--- config.mk ---
export PLATFORM = sky130hd
export DESIGN_NAME = feeder_jam_detect_and_recover
export DESIGN_NICKNAME = d
export VERILOG_FILES = /design/src/rtl/fjdr_pkg.sv /design/src/rtl/feeder_jam_detect_and_recover.sv
export SDC_FILE = /design/constraint.sdc
export NUM_CORES = 1
export LEC_CHECK = 0
export ABC_AREA = 0
export BUFFER_PORTS_ARGS = -buffer_cell sky130_fd_sc_hd__buf_2
export CORE_UTILIZATION = 35
export DETAILED_ROUTE_END_ITERATION = 7
export PLACE_DENSITY = 0.59
export SLEW_MARGIN = 30
export SYNTH_ARGS = -nofsm -noshare
export SYNTH_HDL_FRONTEND = slang
export SYNTH_SLANG_ARGS = --single-unit
--- constraint.sdc ---
create_clock -name i_clk -period 5.05 [get_ports i_clk]
set_input_delay 0.2525 -clock i_clk [delete_from_list [all_inputs] [get_ports i_clk]]
set_output_delay 0.2525 -clock i_clk [all_outputs]
set_load 0.05 [all_outputs]
--- src/rtl/fjdr_pkg.sv ---
`default_nettype none

package fjdr_pkg;

    // Default widths of the stored time stamps and of the fault counter
    localparam int unsigned TimeWidthDef  = 32;
    localparam int unsigned FaultWidthDef = 32;

    // Configuration register indexes
    localparam logic [2:0] CfgCmdThr   = 3'd0;
    localparam logic [2:0] CfgSpdThr   = 3'd1;
    localparam logic [2:0] CfgOutThr   = 3'd2;
    localparam logic [2:0] CfgDetectMs = 3'd3;
    localparam logic [2:0] CfgRevMs    = 3'd4;
    localparam logic [2:0] CfgMaxRetry = 3'd5;
    localparam logic [2:0] CfgRevSpeed = 3'd6;

    // Drive action codes
    localparam logic [1:0] ActNormal  = 2'd0;
    localparam logic [1:0] ActReverse = 2'd1;
    localparam logic [1:0] ActZero    = 2'd2;
    localparam logic [1:0] ActLocked  = 2'd3;

    // Reported jam state codes
    localparam logic [1:0] JamIdle    = 2'd0;
    localparam logic [1:0] JamReverse = 2'd1;
    localparam logic [1:0] JamLocked  = 2'd2;

    // Internal recovery mode, one-hot
    typedef enum logic [2:0] {
        MODE_IDLE    = 3'b001,
        MODE_REVERSE = 3'b010,
        MODE_LOCKED  = 3'b100
    } t_mode;

    typedef struct packed {
        logic [31:0]        now_ms;
        logic               active;
        logic signed [15:0] speed_command;
        logic signed [15:0] measured_speed;
        logic signed [15:0] drive_output;
    } t_in_word;

    typedef struct packed {
        logic               override;
        logic [1:0]         drive_action;
        logic signed [15:0] drive_speed;
        logic               pid_reset;
        logic [1:0]         jam_state;
        logic [3:0]         retry_count;
        logic [31:0]        fault_count;
    } t_out_word;

    // Magnitude of a signed 16-bit value without overflow
    function automatic logic [16:0] mag16(input logic signed [15:0] v);
        logic signed [16:0] e;
        e = {v[15], v};
        return v[15] ? 17'(-e) : 17'(e);
    endfunction

endpackage

`default_nettype wire

--- src/rtl/feeder_jam_detect_and_recover.sv ---
// Channel  Direction  Handshake                  Payload
// in       input      i_in_valid / o_in_stall    i_in  (t_in_word)
// out      output     o_out_valid / i_out_stall  o_out (t_out_word)
// cfg      input      i_cfg_valid / o_cfg_ready  i_cfg_index, i_cfg_data
//
// One word per clock unless i_out_stall holds a full output register: the input
// register feeds the stall/recovery logic, whose result and state update land in the output register.
// o_out_valid rises once a word moves on from the input register, when the output is free.
// Synchronous active-low reset clears the control state, the recovery state
// and all configuration registers. The config port is always ready.
// i_out_stall holds the output register; the input register still takes a
// word while the output waits, and o_in_stall rises only when both are full.
`default_nettype none

module feeder_jam_detect_and_recover
    import fjdr_pkg::*;
#(
    parameter int unsigned TIME_WIDTH        = TimeWidthDef,
    parameter int unsigned FAULT_COUNT_WIDTH = FaultWidthDef
) (
    input  wire logic        i_clk,
    input  wire logic        i_rst_n,
    input  wire logic        i_in_valid,
    output logic             o_in_stall,
    input  wire t_in_word    i_in,
    output logic             o_out_valid,
    input  wire logic        i_out_stall,
    output t_out_word        o_out,
    input  wire logic        i_cfg_valid,
    output logic             o_cfg_ready,
    input  wire logic [2:0]  i_cfg_index,
    input  wire logic [15:0] i_cfg_data
);

    // Configuration registers
    logic [14:0]        r_cmd_thr;
    logic [14:0]        r_spd_thr;
    logic [14:0]        r_out_thr;
    logic [15:0]        r_detect_ms;
    logic [15:0]        r_rev_ms;
    logic [3:0]         r_max_retry;
    logic signed [15:0] r_rev_speed;

    // Pipeline registers
    logic      r_in_vld;
    t_in_word  r_in;
    logic      r_out_vld;
    t_out_word r_out;

    // Recovery state
    t_mode                        r_mode, n_mode;
    logic                         r_timing, n_timing;
    logic [TIME_WIDTH-1:0]        r_stall_t0, n_stall_t0;
    logic [TIME_WIDTH-1:0]        r_rev_t0, n_rev_t0;
    logic [3:0]                   r_retries, n_retries;
    logic [FAULT_COUNT_WIDTH-1:0] r_fault, n_fault;

    logic      w_out_free;
    logic      w_adv;
    t_out_word w_res;

    logic [TIME_WIDTH-1:0] w_now;
    logic [TIME_WIDTH-1:0] w_rev_elapsed;
    logic [TIME_WIDTH-1:0] w_stall_elapsed;
    logic                  w_stalled;

    // Handshake
    assign w_out_free  = !r_out_vld || !i_out_stall;
    assign w_adv       = r_in_vld && w_out_free;
    assign o_in_stall  = r_in_vld && !w_out_free;
    assign o_out_valid = r_out_vld;
    assign o_out       = r_out;
    assign o_cfg_ready = 1'b1;

    // Configuration writes; unknown indexes are dropped
    always_ff @(posedge i_clk) begin
        if (!i_rst_n) begin
            r_cmd_thr   <= '0;
            r_spd_thr   <= '0;
            r_out_thr   <= '0;
            r_detect_ms <= '0;
            r_rev_ms    <= '0;
            r_max_retry <= '0;
            r_rev_speed <= '0;
        end else if (i_cfg_valid && o_cfg_ready) begin
            unique case (i_cfg_index)
                CfgCmdThr:   r_cmd_thr   <= i_cfg_data[14:0];
                CfgSpdThr:   r_spd_thr   <= i_cfg_data[14:0];
                CfgOutThr:   r_out_thr   <= i_cfg_data[14:0];
                CfgDetectMs: r_detect_ms <= i_cfg_data;
                CfgRevMs:    r_rev_ms    <= i_cfg_data;
                CfgMaxRetry: r_max_retry <= i_cfg_data[3:0];
                CfgRevSpeed: r_rev_speed <= i_cfg_data;
                default: ;
            endcase
        end
    end

    // Input register
    always_ff @(posedge i_clk) begin
        if (!i_rst_n) begin
            r_in_vld <= 1'b0;
        end else if (!o_in_stall) begin
            r_in_vld <= i_in_valid;
        end
        if (i_in_valid && !o_in_stall) begin
            r_in <= i_in;
        end
    end

    // Elapsed times, modulo the time width
    assign w_now           = TIME_WIDTH'(r_in.now_ms);
    assign w_rev_elapsed   = w_now - r_rev_t0;
    assign w_stall_elapsed = w_now - r_stall_t0;

    // Stall condition: big command, big drive output, small measured speed
    assign w_stalled = (mag16(r_in.speed_command) >= {2'b00, r_cmd_thr})
                    && (mag16(r_in.measured_speed) <= {2'b00, r_spd_thr})
                    && (mag16(r_in.drive_output) >= {2'b00, r_out_thr});

    // Recovery logic for the word in the input register
    always_comb begin
        n_mode     = r_mode;
        n_timing   = r_timing;
        n_stall_t0 = r_stall_t0;
        n_rev_t0   = r_rev_t0;
        n_retries  = r_retries;
        n_fault    = r_fault;

        w_res              = '0;
        w_res.drive_action = ActNormal;

        if (!r_in.active) begin
            n_mode     = MODE_IDLE;
            n_timing   = 1'b0;
            n_stall_t0 = '0;
            n_rev_t0   = '0;
            n_retries  = '0;
        end else begin
            unique case (r_mode)
                MODE_LOCKED: begin
                    w_res.override     = 1'b1;
                    w_res.drive_action = ActLocked;
                end
                MODE_REVERSE: begin
                    w_res.override = 1'b1;
                    if (w_rev_elapsed < TIME_WIDTH'(r_rev_ms)) begin
                        w_res.drive_action = ActReverse;
                        w_res.drive_speed  = r_rev_speed;
                    end else begin
                        // reverse finished: hold zero and restart the loop
                        n_mode             = MODE_IDLE;
                        n_rev_t0           = '0;
                        w_res.drive_action = ActZero;
                        w_res.pid_reset    = 1'b1;
                    end
                end
                default: begin
                    if (!w_stalled) begin
                        n_timing = 1'b0;
                    end else if (!r_timing) begin
                        // first stalled tick only starts the timer
                        n_timing   = 1'b1;
                        n_stall_t0 = w_now;
                    end else if (w_stall_elapsed >= TIME_WIDTH'(r_detect_ms)) begin
                        n_timing       = 1'b0;
                        n_stall_t0     = '0;
                        w_res.override = 1'b1;
                        if (r_retries >= r_max_retry) begin
                            n_mode             = MODE_LOCKED;
                            n_fault            = r_fault + FAULT_COUNT_WIDTH'(1);
                            w_res.drive_action = ActLocked;
                        end else begin
                            n_retries          = r_retries + 4'd1;
                            n_mode             = MODE_REVERSE;
                            n_rev_t0           = w_now;
                            w_res.drive_action = ActReverse;
                            w_res.drive_speed  = r_rev_speed;
                            w_res.pid_reset    = 1'b1;
                        end
                    end
                end
            endcase
        end

        unique case (n_mode)
            MODE_REVERSE: w_res.jam_state = JamReverse;
            MODE_LOCKED:  w_res.jam_state = JamLocked;
            default:      w_res.jam_state = JamIdle;
        endcase
        w_res.retry_count = n_retries;
        w_res.fault_count = 32'(n_fault);
    end

    // State and output register
    always_ff @(posedge i_clk) begin
        if (!i_rst_n) begin
            r_out_vld  <= 1'b0;
            r_mode     <= MODE_IDLE;
            r_timing   <= 1'b0;
            r_stall_t0 <= '0;
            r_rev_t0   <= '0;
            r_retries  <= '0;
            r_fault    <= '0;
        end else begin
            if (w_out_free) begin
                r_out_vld <= r_in_vld;
            end
            if (w_adv) begin
                r_mode     <= n_mode;
                r_timing   <= n_timing;
                r_stall_t0 <= n_stall_t0;
                r_rev_t0   <= n_rev_t0;
                r_retries  <= n_retries;
                r_fault    <= n_fault;
            end
        end
        if (w_adv) begin
            r_out <= w_res;
        end
    end

    // Checks
    a_stall_needs_full : assert property (@(posedge i_clk) disable iff (!i_rst_n)
        o_in_stall |-> (r_in_vld && r_out_vld))
        else $error("input stalled without both registers full");

    a_inactive_clears : assert property (@(posedge i_clk) disable iff (!i_rst_n)
        (w_adv && !r_in.active) |=> (r_mode == MODE_IDLE && r_retries == 4'd0
                                      && !r_timing))
        else $error("inactive word did not clear recovery state");

    a_reverse_used_retry : assert property (@(posedge i_clk) disable iff (!i_rst_n)
        (r_mode == MODE_REVERSE) |-> (r_retries != 4'd0))
        else $error("reversing with no retry counted");

endmodule

`default_nettype wire
==> metrics.txt, run 1 <==
WP data arrival=between 5000 and 6000 ps; crit start category=register; share of cells above drive strength 1=0.190; mapped cell area=between 0.015 and 0.02 mm²; Critical Path Most Common Cell=buf_6; register area=between 0.008 and 0.009 mm²; CTS sink count=approximately 340; leading cell type in the layout, fill and taps excluded=nand2_1; DIE WIDTH=about 240 µm; grt total ovfl=0; DRC Markers=0; status=finished with violations; Final Hold Fails=0; syn avg cell area=slightly below 9 µm²; Final HPWL DP=around 38000 µm; crit path cell chain=or4_4, or3_4, or4_4, o31ai_4, xnor2_1, ha_1, nand4_1, nor2_1, nand2_1, buf_6, o32ai_4, o22ai_4, a211oi_2, buf_4, buf_6, and2_4, buf_6, a21oi_2, a31oi_2, and4_4, clkbuf_16, and2_1; vias in the first global route=about 16000; clk_lat worst skew=590 ps; unrepaired setup endpoints after global routing=true; Port Buffers=between 150 and 200; Peak supply drop=around 250 µV; FF-to-FF Start=r_in[19]$_DFFE_PP_; Initial Util=0.355; DIE AREA=~0.056 mm²; GRT Util Overall=0.187; Maximum Capacitance Violations=0; Core ar.=0.0539 mm²; pwr/cell area=~300 mW/mm²; Post-synth EDFFs=~140; fin. max-slew vios=0; Post-Route Utilization=0.457; sequential share of the synthesized area=0.430; max incr delay on CP=~550 ps; final worst slack=-24.5 ps; CP endpoint kind=register; worst hold margin=22.8 ps; biggest area consumer among synthesized cells=edfxtp_1; Filler cells=about 5100; Site Rows=85; Vias=16700; crit-path max FO=9; Area Overhead vs Synth=28.8%; Synth cell types=between 80 and 90; CP required=about 5500 ps; Yosys warnings=0; worst r2r path cells=22; worst-margin pin slew=approximately 800 ps; hold crit path type=input pin to register; initial antenna violation count=0; Die Span Y=about 240 µm; nets@finish=roughly 2800; I/O pin count=166; failing checks=negative setup slack; most frequent cells in the layout=nand2_1 (336), dfxtp_1 (203), a21oi_1 (193); Crit Path Class=register to register; Synth top area share=0.218; final setup vio count=13; DR iter-0 viols=roughly 1100; router iterations before antenna repair=6; H-Tree Depth=2; clock root buffer=clkbuf_16; DR WL/cell=roughly 17 µm; Tcrit/Tclk final=1.00; Final ANT Viol Nets=0; Synth Net Count=approximately 2400; asr flop ratio synth=0; total CTS buffers=slightly above 40; drt total wl=roughly 54000 µm; CP max-delay cell=or4_4; area of the multi-input gates=about 0.011 mm²; Worst Hold Path EP=r_out_thr[6]$_SDFFE_PN0P_; Leak=9.31 nW; Longest Clk Path Bufs=3; Rel. slew slack=0.470; gpl congestion=around 0.88; Top FF cell, synth=dfxtp_1; register bit total from synthesis=between 300 and 400; clock slew seen by the registers of the worst setup and hold paths=60 ps; minimum clock period=5070 ps; Worst Skew=18.5 ps; post-DR vias/cell=5.15; CTS tree=done; min-delay src=i_cfg_data[6]; reg2reg end=o_out[50]$_SDFFCE_PN0P_; global-route wire length before repair=~84000 µm; Hold Path Depth=3; top cells by area, synth=edfxtp_1 (22%), dfxtp_1 (21%), ha_1 (9.6%), nand2_1 (6.7%), a21oi_1 (5.5%); Fmax achieved=between 150 and 200 MHz; Mapped Cells=between 2000 and 2500; largest net degree at the start of global routing=104; FF-to-FF setup slack=-20 ps; Fin Setup TNS=-201 ps
==> layer usage <==
| layer | share of wire | wire length, µm | GRT usage | vias to the layer above |
|---|---|---|---|---|
| met5 | 0 | 0 | 0 | - |
| met4 | 0.029 | 1580 | 0.0646 | 0 |
| met2 | 0.49 | 26300 | 0.325 | 384 |
| li1 | - | - | - | 8288 |
| met3 | 0.042 | 2250 | 0.0235 | 80 |
| met1 | 0.44 | 24000 | 0.239 | 7902 |
==> logic make-up after synthesis <==
kind of cell | synth area share
AND/OR/NAND/NOR | 0.178
AO/OA/AOI/OAI | 0.173
flip-flops | 0.430
buffers and inverters | 0.0497
adder cells (fa/ha/maj) | 0.0982
XOR/XNOR | 0.0627
multiplexers | 0.00804
other | 0.000196
==> worst max-delay path: cells and delay by family, from the launching register on <==
kind / cells / cell delay (ps)
compound gates: 6 / 1050
xor+xnor: 1 / 90
fa+ha+maj: 1 / 350
buf+inv: 5 / 670
flops: 1 / 390
simple gates: 9 / 2390
==> cells in the mapped netlist (3+ instances only) <==
cell,n
nand2_1,341
a21oi_1,209
dfxtp_1,203
inv_1,165
ha_1,147
edfxtp_1,139
o21ai_0,109
nor2_1,100
xnor2_1,80
nand3_1,77
clkbuf_1,69
xor2_1,57
a21o_1,50
nand4_1,41
a22o_1,32
and2_1,23
nand2b_1,23
nor3_1,23
or3_1,22
o21a_1,19
and3_1,17
o31ai_1,16
mux2i_1,12
a31oi_1,10
and4_1,10
buf_2,10
nor2b_1,10
o21bai_1,9
a211oi_1,8
nor4_1,8
o211ai_1,8
a2111oi_0,7
o41ai_1,7
o2111ai_1,6
or2_2,5
or4_1,5
a21boi_0,3
a221oi_1,3
a31o_2,3
mux2_2,3
nand3b_1,3
o22ai_1,3
==> area by class of cell <==
type / instances / share of cell area
Tap cell: 696 / 0.0353
Timing Repair Buffer: 392 / 0.121
Clock buffer: 52 / 0.0471
Multi-Input combinational cell: 1557 / 0.426
Inverter: 167 / 0.0256
Antenna cell: 1 / 0.000101
Clock inverter: 24 / 0.0111
Sequential cell: 342 / 0.334
==> registers in the layout, summed over array words and instances (netlist names), 32 cells and up <==
signal / count
o_out: 58
r_fault: 32
r_rev_t0: 32
w_now: 32
r_stall_t0: 32
r_in: 49
==> worst max path at each step <==
| stage | startpoint | end | slack [ps] | depth (start not counted) |
|---|---|---|---|---|
| floorplan | r_in[19]$_DFFE_PP_ | o_out[46]$_SDFFCE_PN0P_ | 90 | 20 |
| global placement | w_now[0]$_DFFE_PP_ | o_out[51]$_SDFFCE_PN0P_ | -240 | 25 |
| detailed placement | r_in[19]$_DFFE_PP_ | o_out[24]$_DFFE_PP_ | -310 | 19 |
| CTS | w_now[0]$_DFFE_PP_ | o_out[46]$_SDFFCE_PN0P_ | -40 | 25 |
| global route | r_in[19]$_DFFE_PP_ | r_rev_t0[13]$_SDFFE_PN0P_ | -210 | 22 |
| finish | r_in[19]$_DFFE_PP_ | o_out[50]$_SDFFCE_PN0P_ | -20 | 22 |
==> where the power goes <==
| group | internal, mW | switching, mW |
|---|---|---|
| sequential | 2.96 | 0.0666 |
| combinational | 0.483 | 0.672 |
| clock | 1.85 | 1.25 |
==> through the flow <==
| step | worst slack, ps | cells | area [µm²] | power (mW) |
|---|---|---|---|---|
| floorplan | 89.8 | 2148 | 19100 | 3.74 |
| global placement | -242 | 3045 | 21500 | 4.07 |
| detailed placement | -308 | 3045 | 21500 | 4.09 |
| CTS | -38.7 | 3213 | 24000 | 7.28 |
| global route | -208 | 3230 | 24700 | 7.59 |
| finish | -24.5 | 3231 | 24700 | 7.28 |
==> what timing repair did <==
action	in CTS	in global routing
pin swaps	21	59
hold buffers	87	0
endpoints found under the hold margin	97	0
buffers inserted	5	12
gates cloned	0	6
resized for setup	50	73
setup endpoints to repair	150	158
No activity file was read; power rests on OpenSTA's default activity.
==> inputs of run 2 (changes only) <==
- PLACE_DENSITY: 0.59 -> unset
==> metrics.txt, run 2 (synthesis results as in run 1) <==
fin. max-slew vios=0 (unchanged); switching pwr=1.95 mW (-1.8%); Non-Filler Instances=3240 (+0.28%); gpl congestion=0.887 (+0.25%); DIE WIDTH=236 µm (unchanged); DR iter-0 viols=835 (-26%); Final Hold Fails=0 (unchanged); Tcrit/Tclk final=1.04 (+0.0320); Final HPWL DP=38000 µm (-0.60%); status=finished with violations; final setup vio count=115 (+102); vias in the first global route=16100 (-0.99%); leading cell type in the layout, fill and taps excluded=nand2_1; Area Overhead vs Synth=30.7%; clock share of power=0.424 (about the same); Site Rows=85 (unchanged); Critical Path Most Common Cell=buf_6; router iterations before antenna repair=5 (-1); Port Buffers=164 (unchanged); CP max-delay cell=or4_4; CP endpoint kind=register; minimum clock period=5240 ps (+162 ps); crit start category=register; crit path buf inv count=6 (+1); failing checks=negative setup slack; hold crit path type=input pin to register; global-route wire length before repair=85000 µm (+0.91%); sequential power share=0.418 (+0.002); Final ANT Viol Nets=0 (unchanged); post-DR vias/cell=5.18 (+0.51%); final worst slack=-186 ps (-162 ps); Die Span Y=236 µm (unchanged); CP top delay family=compound AO/OA/AOI/OAI gates; most frequent cells in the layout=nand2_1 (330), dfxtp_1 (203), a21oi_1 (190); Leak=9.42 nW (+1.2%); total CTS buffers=41 (unchanged); crit path cell chain=or4_4, or3_4, buf_4, o31ai_1, xnor2_1, ha_1, a21o_1, a21o_1, a21oi_2, o21ai_2, a2111oi_4, o22ai_4, a211oi_4, buf_6, buf_6, and2_4, buf_6, a21oi_2, a31oi_1, and4_4, buf_12, buf_16, and2_1; DP Worst Slack=-375 ps (-67.7 ps); worst-margin pin slew=894 ps (+99.3 ps); Final Cell Area=0.0250 mm² (+1.5%); clock slew seen by the registers of the worst setup and hold paths=60 ps (about the same); DR WL/cell=17.0 µm (+1.2%); clk_lat worst skew=570 ps (-20 ps); initial antenna violation count=0 (unchanged); Crit Path Class=register to register; grt total ovfl=0 (unchanged); Fmax achieved=191 MHz (-3.1%); crit-path max FO=4 (-5); pwr/cell area=290 mW/mm² (-1.8%); Switching Share=0.269 (-0.00391); Peak supply drop=244 µV (-1.6%); Rel. slew slack=0.402 (-0.0684); Worst Skew=16.2 ps (-2.32 ps); largest net degree at the start of global routing=105 (+0.96%); Maximum Capacitance Violations=0 (unchanged); CTS tree=done; worst hold margin=32.5 ps (+9.65 ps); CP required=5480 ps (about the same); max incr delay on CP=570 ps (+20 ps); unrepaired setup endpoints after global routing=true; DRC Markers=0 (unchanged); share of cells above drive strength 1=0.211 (+0.0210); Core ar.=0.0539 mm² (unchanged); WP data arrival=5670 ps (+150 ps); Vias=16800 (+0.79%); drt total wl=55000 µm (+1.5%); Longest Clk Path Bufs=3 (unchanged); clock root buffer=clkbuf_16; Initial Util=0.355 (unchanged); I/O pin count=166 (unchanged); H-Tree Depth=2 (unchanged); placed cells=3033 (-0.39%); Comb power frac=0.159 (about the same); Placed Instance Area=0.0214 mm² (-0.48%); DIE AREA=0.0556 mm² (unchanged); CTS sink count=342 (unchanged); nets@finish=2765 (+0.36%); Int Pwr=5.31 mW (+0.20%); GRT Util Overall=0.190 (+0.00270); Largest register FFs=58 (unchanged)
[run 2: per-layer routing]
metal / GRT usage / vias to the layer above / share of wire
met1: 0.239 / 7983 / 0.43
met2: 0.328 / 396 / 0.49
met5: 0 / - / 0
li1: - / 8309 / -
met4: 0.0701 / 0 / 0.033
met3: 0.0274 / 97 / 0.046
[run 2: cell type report]
class                           instances  area, µm²
Antenna cell                            1       2.50
Clock buffer                           58       1230
Clock inverter                         17        191
Fill cell                            5038      28900
Inverter                              167        632
Multi-Input combinational cell       1557      10700
Sequential cell                       342       8240
Tap cell                              696        871
Timing Repair Buffer                  402       3170
[run 2: per-stage QoR]
stage               TNS, ps  utilization  power (mW)
floorplan                 0            -        3.74
global placement     -20600        0.397        4.06
CTS                   -5460        0.452        7.27
finish               -10510        0.464        7.26
detailed placement   -35410        0.397        4.09
global route         -35510        0.464        7.57
[run 2: worst reg2reg max path: cells and delay by family (launching register included)]
kind	cells	cell delay, ps
AND/OR/NAND/NOR	5	1550
flip-flops	1	380
adder cells (fa/ha/maj)	1	280
AO/OA/AOI/OAI	10	2010
buffers and inverters	6	710
XOR/XNOR	1	180
[run 2: what timing repair did]
| action | in CTS | in global routing |
|---|---|---|
| cloned | 7 | 4 |
| setup endpoints to repair | 157 | 159 |
| gates resized for setup | 104 | 106 |
| buffers inserted | 20 | 21 |
| hold buffers | 85 | 0 |
| hold endpoints to repair | 87 | 0 |
| pin swaps | 30 | 81 |
[run 2: path summary, 6_finish.rpt]
check	slack [ps]	cells after the start	to	start
worst max register to register	-190	23	o_out[52]$_SDFFCE_PN0P_	r_in[19]$_DFFE_PP_
worst min register to register	450	2	r_rev_speed[12]$_SDFFE_PN0P_	r_rev_speed[12]$_SDFFE_PN0P_
worst min-delay path	30	3	r_spd_thr[14]$_SDFFE_PN0P_	i_cfg_data[14]
worst max-delay path	-190	23	o_out[52]$_SDFFCE_PN0P_	r_in[19]$_DFFE_PP_
[run 2: power groups by stage]
stage | Sequential, mW | Combinational [mW] | Clock (mW)
5_1_grt | 3.04 | 1.27 | 3.27
2_1_floorplan | 3.14 | 0.597 | 0
4_1_cts | 3.03 | 1.09 | 3.15
3_3_place_gp | 3.09 | 0.972 | 0
6_report | 3.03 | 1.15 | 3.08
3_5_place_dp | 3.09 | 0.996 | 0
==> inputs of run 3 (changes only) <==
- ABC_AREA: 0 -> 1
- CORE_UTILIZATION: 35 -> 30
- clock period: 5.05 -> 5.84 ns (I/O delays scaled with it)
==> metrics.txt, run 3 <==
CTS tree=done; Vias=18600 (+11%); router iterations before antenna repair=5 (unchanged); DIE WIDTH=267 µm (+13%); Area Overhead vs Synth=18.9%; Port Buffers=164 (unchanged); Fmax achieved=207 MHz (+8.1%); most frequent cells in the layout=nand2_1 (639), inv_1 (498), nor2_1 (270); clock root buffer=clkbuf_16; gpl congestion=0.896 (+1.0%); grt total ovfl=0 (unchanged); Longest Clk Path Bufs=3 (unchanged); CP endpoint=r_rev_t0[17]$_SDFFE_PN0P_; Maximum Capacitance Violations=0 (unchanged); CP endpoint kind=register; reg2reg end=r_rev_t0[17]$_SDFFE_PN0P_; Mapped Cells=2882 (+34%); fin. max-slew vios=0 (unchanged); pwr/cell area=279 mW/mm² (-4.0%); crit path cell chain=inv_1, ha_1, inv_1, nor4_1, a21oi_1, a21oi_1, o21ai_0, xor2_1, ha_1, nand2_1, nor3_1, nand4_1, a21oi_1, nand2_1, nor2_8, nand2_4, o21ai_4, nand3_4, nand2_1, nand2_1, nor2_1; Top FF cell, synth=dfxtp_1; DR iter-0 viols=1349 (+62%); Critical Path Most Common Cell=nand2_1; Synth top area share=0.198 (-0.0201); biggest area consumer among synthesized cells=edfxtp_1; crit path buf inv count=2 (-4); cell with the most instances after synthesis=nand2_1; Crit Path Class=register to register; Tcrit/Tclk final=0.829 (-0.208); WP depth=21 (-8.7%); Synth cell types=55 (-34%); Post-synth top cells=nand2_1 (640), inv_1 (500), nor2_1 (271); I/O pin count=166 (unchanged); mapped cell area=0.0211 mm² (+10%); Final HPWL DP=44800 µm (+18%); Post-CTS Resized=0 (-100%); DRC Markers=0 (unchanged); sequential share of the synthesized area=0.391 (-0.0398); worst-margin pin slew=906 ps (+11.4 ps); clk_lat worst skew=570 ps (about the same); max incr delay on CP=560 ps (about the same); syn avg cell area=7.32 µm² (-18%); status=finished clean; FF-to-FF setup slack=1000 ps (+1180 ps); DR WL/cell=14.7 µm (-13%); Rel. slew slack=0.396 (-0.00537); Placed Instance Area=0.0227 mm² (+6.2%); final worst slack=998 ps (+1180 ps); CTS sink count=342 (unchanged); Leak=11.3 nW (+20%); nets@finish=3351 (+21%); FF-to-FF Start=r_in[16]$_DFFE_PP_; global-route wire length before repair=93900 µm (+11%); n_diodes=0 (-1); Core ar.=0.0691 mm² (+28%); DIE AREA=0.0714 mm² (+28%); Synth Net Count=3136 (+31%); DP Worst Slack=1090 ps (+1470 ps); vias in the first global route=17600 (+9.2%); Post-synth EDFFs=139 (unchanged); initial antenna violation count=3 (+3); GRT Util Overall=0.167 (-0.0232); minimum clock period=4840 ps (-394 ps); Die Span Y=267 µm (+13%); share of cells above drive strength 1=0.118 (-0.0933); Worst Skew=33.5 ps (+17.3 ps); Final ANT Viol Nets=0 (unchanged); H-Tree Depth=2 (unchanged); Fin Setup TNS=0 ps (+10510 ps); clock slew seen by the registers of the worst setup and hold paths=60 ps (about the same); asr flop ratio synth=0 (unchanged); Post-Route Utilization=0.363 (-0.101); drt total wl=59900 µm (+9.0%); cts hold-fix bufs=82 (-3.5%); Initial Util=0.305 (-0.0496); CP top delay family=simple AND/OR/NAND/NOR gates; post-DR vias/cell=4.58 (-12%); Peak supply drop=202 µV (-18%); crit-path max FO=53 (+49); hold crit path type=input pin to register; Final Hold Fails=0 (unchanged); leading cell type in the layout, fill and taps excluded=nand2_1; total CTS buffers=41 (unchanged); register bit total from synthesis=342 (unchanged); CP required=6330 ps (+850 ps); crit start category=register; Setup Fix Bufs, Post-CTS=0 (-100%); Final Cell Area=0.0251 mm² (+0.21%); final setup vio count=0 (-100%); crit path from=r_in[16]$_DFFE_PP_; unrepaired setup endpoints after global routing=false; Yosys warnings=0 (unchanged); top cells by area, synth=edfxtp_1 (20%), dfxtp_1 (19%), nand2_1 (11%), inv_1 (8.9%), ha_1 (8.7%); largest net degree at the start of global routing=81 (-23%); Largest register FFs=58 (unchanged); CP max-delay cell=nand3_4; Site Rows=96 (+13%); WP data arrival=5330 ps (-340 ps); worst r2r path cells=21 (-8.7%)
-- run 3: cell count changes after synthesis, sizes merged, moves of 49 or more --
cell	previous run	this run
inv	165	523
nor2	100	293
a21oi	209	261
nand2	342	661
xnor2	80	17
a21o	50	1
o21ai	112	221
-- run 3: worst min path at each step --
stage | slack [ps] | to | start | cells after the start
2_1_floorplan | 390 | r_in[0]$_DFFE_PP_ | i_in[0] | 0
6_report | 90 | r_in_vld$_SDFFE_PN0N_ | i_in_valid | 3
4_1_cts | 70 | r_in_vld$_SDFFE_PN0N_ | i_in_valid | 3
5_1_grt | 90 | r_rev_ms[0]$_SDFFE_PN0P_ | i_cfg_data[0] | 3
3_3_place_gp | 440 | r_detect_ms[0]$_SDFFE_PN0P_ | r_detect_ms[0]$_SDFFE_PN0P_ | 2
3_5_place_dp | 450 | r_rev_speed[10]$_SDFFE_PN0P_ | r_rev_speed[10]$_SDFFE_PN0P_ | 2
-- run 3: report_power, final --
part / total [mW] / switching [mW] / internal, mW
combinational: 1.46 / 0.953 / 0.506
clock: 2.83 / 1.08 / 1.74
sequential: 2.70 / 0.0789 / 2.62
-- run 3: layer usage --
| metal | up-vias | wire (µm) | GRT usage |
|---|---|---|---|
| li1 | 9689 | - | - |
| met1 | 8397 | 27700 | 0.222 |
| met2 | 416 | 27600 | 0.278 |
| met3 | 100 | 2820 | 0.0227 |
| met4 | 2 | 1710 | 0.0520 |
| met5 | - | 7 | 0 |
-- run 3: area by class of cell --
type	instances	area (µm²)
Fill cell	7267	44000
Clock buffer	59	1260
Timing Repair Buffer	252	1690
Tap cell	931	1160
Multi-Input combinational cell	1936	10500
Inverter	524	1970
Clock inverter	17	258
Sequential cell	342	8240
-- run 3: cell families after synthesis --
family | synth area share
flip-flops | 0.391
other | 0.000178
XOR/XNOR | 0.0299
AO/OA/AOI/OAI | 0.131
AND/OR/NAND/NOR | 0.246
buffers and inverters | 0.113
adder cells (fa/ha/maj) | 0.0891
-- run 3: metrics by stage --
stage | hold slack [ps] | total power, mW | instances
after floorplan | 391 | 3.78 | 2882
after global placement | 444 | 4.14 | 3903
after detailed placement | 448 | 4.16 | 3903
after CTS | 71.8 | 7.06 | 4061
after global routing | 91.8 | 7.36 | 4061
final | 88.9 | 6.98 | 4061
-- run 3: tightest hold or removal path: stages --
cell and delay (ps):
buf_2 100, nand2_1 140, a21oi_1 80
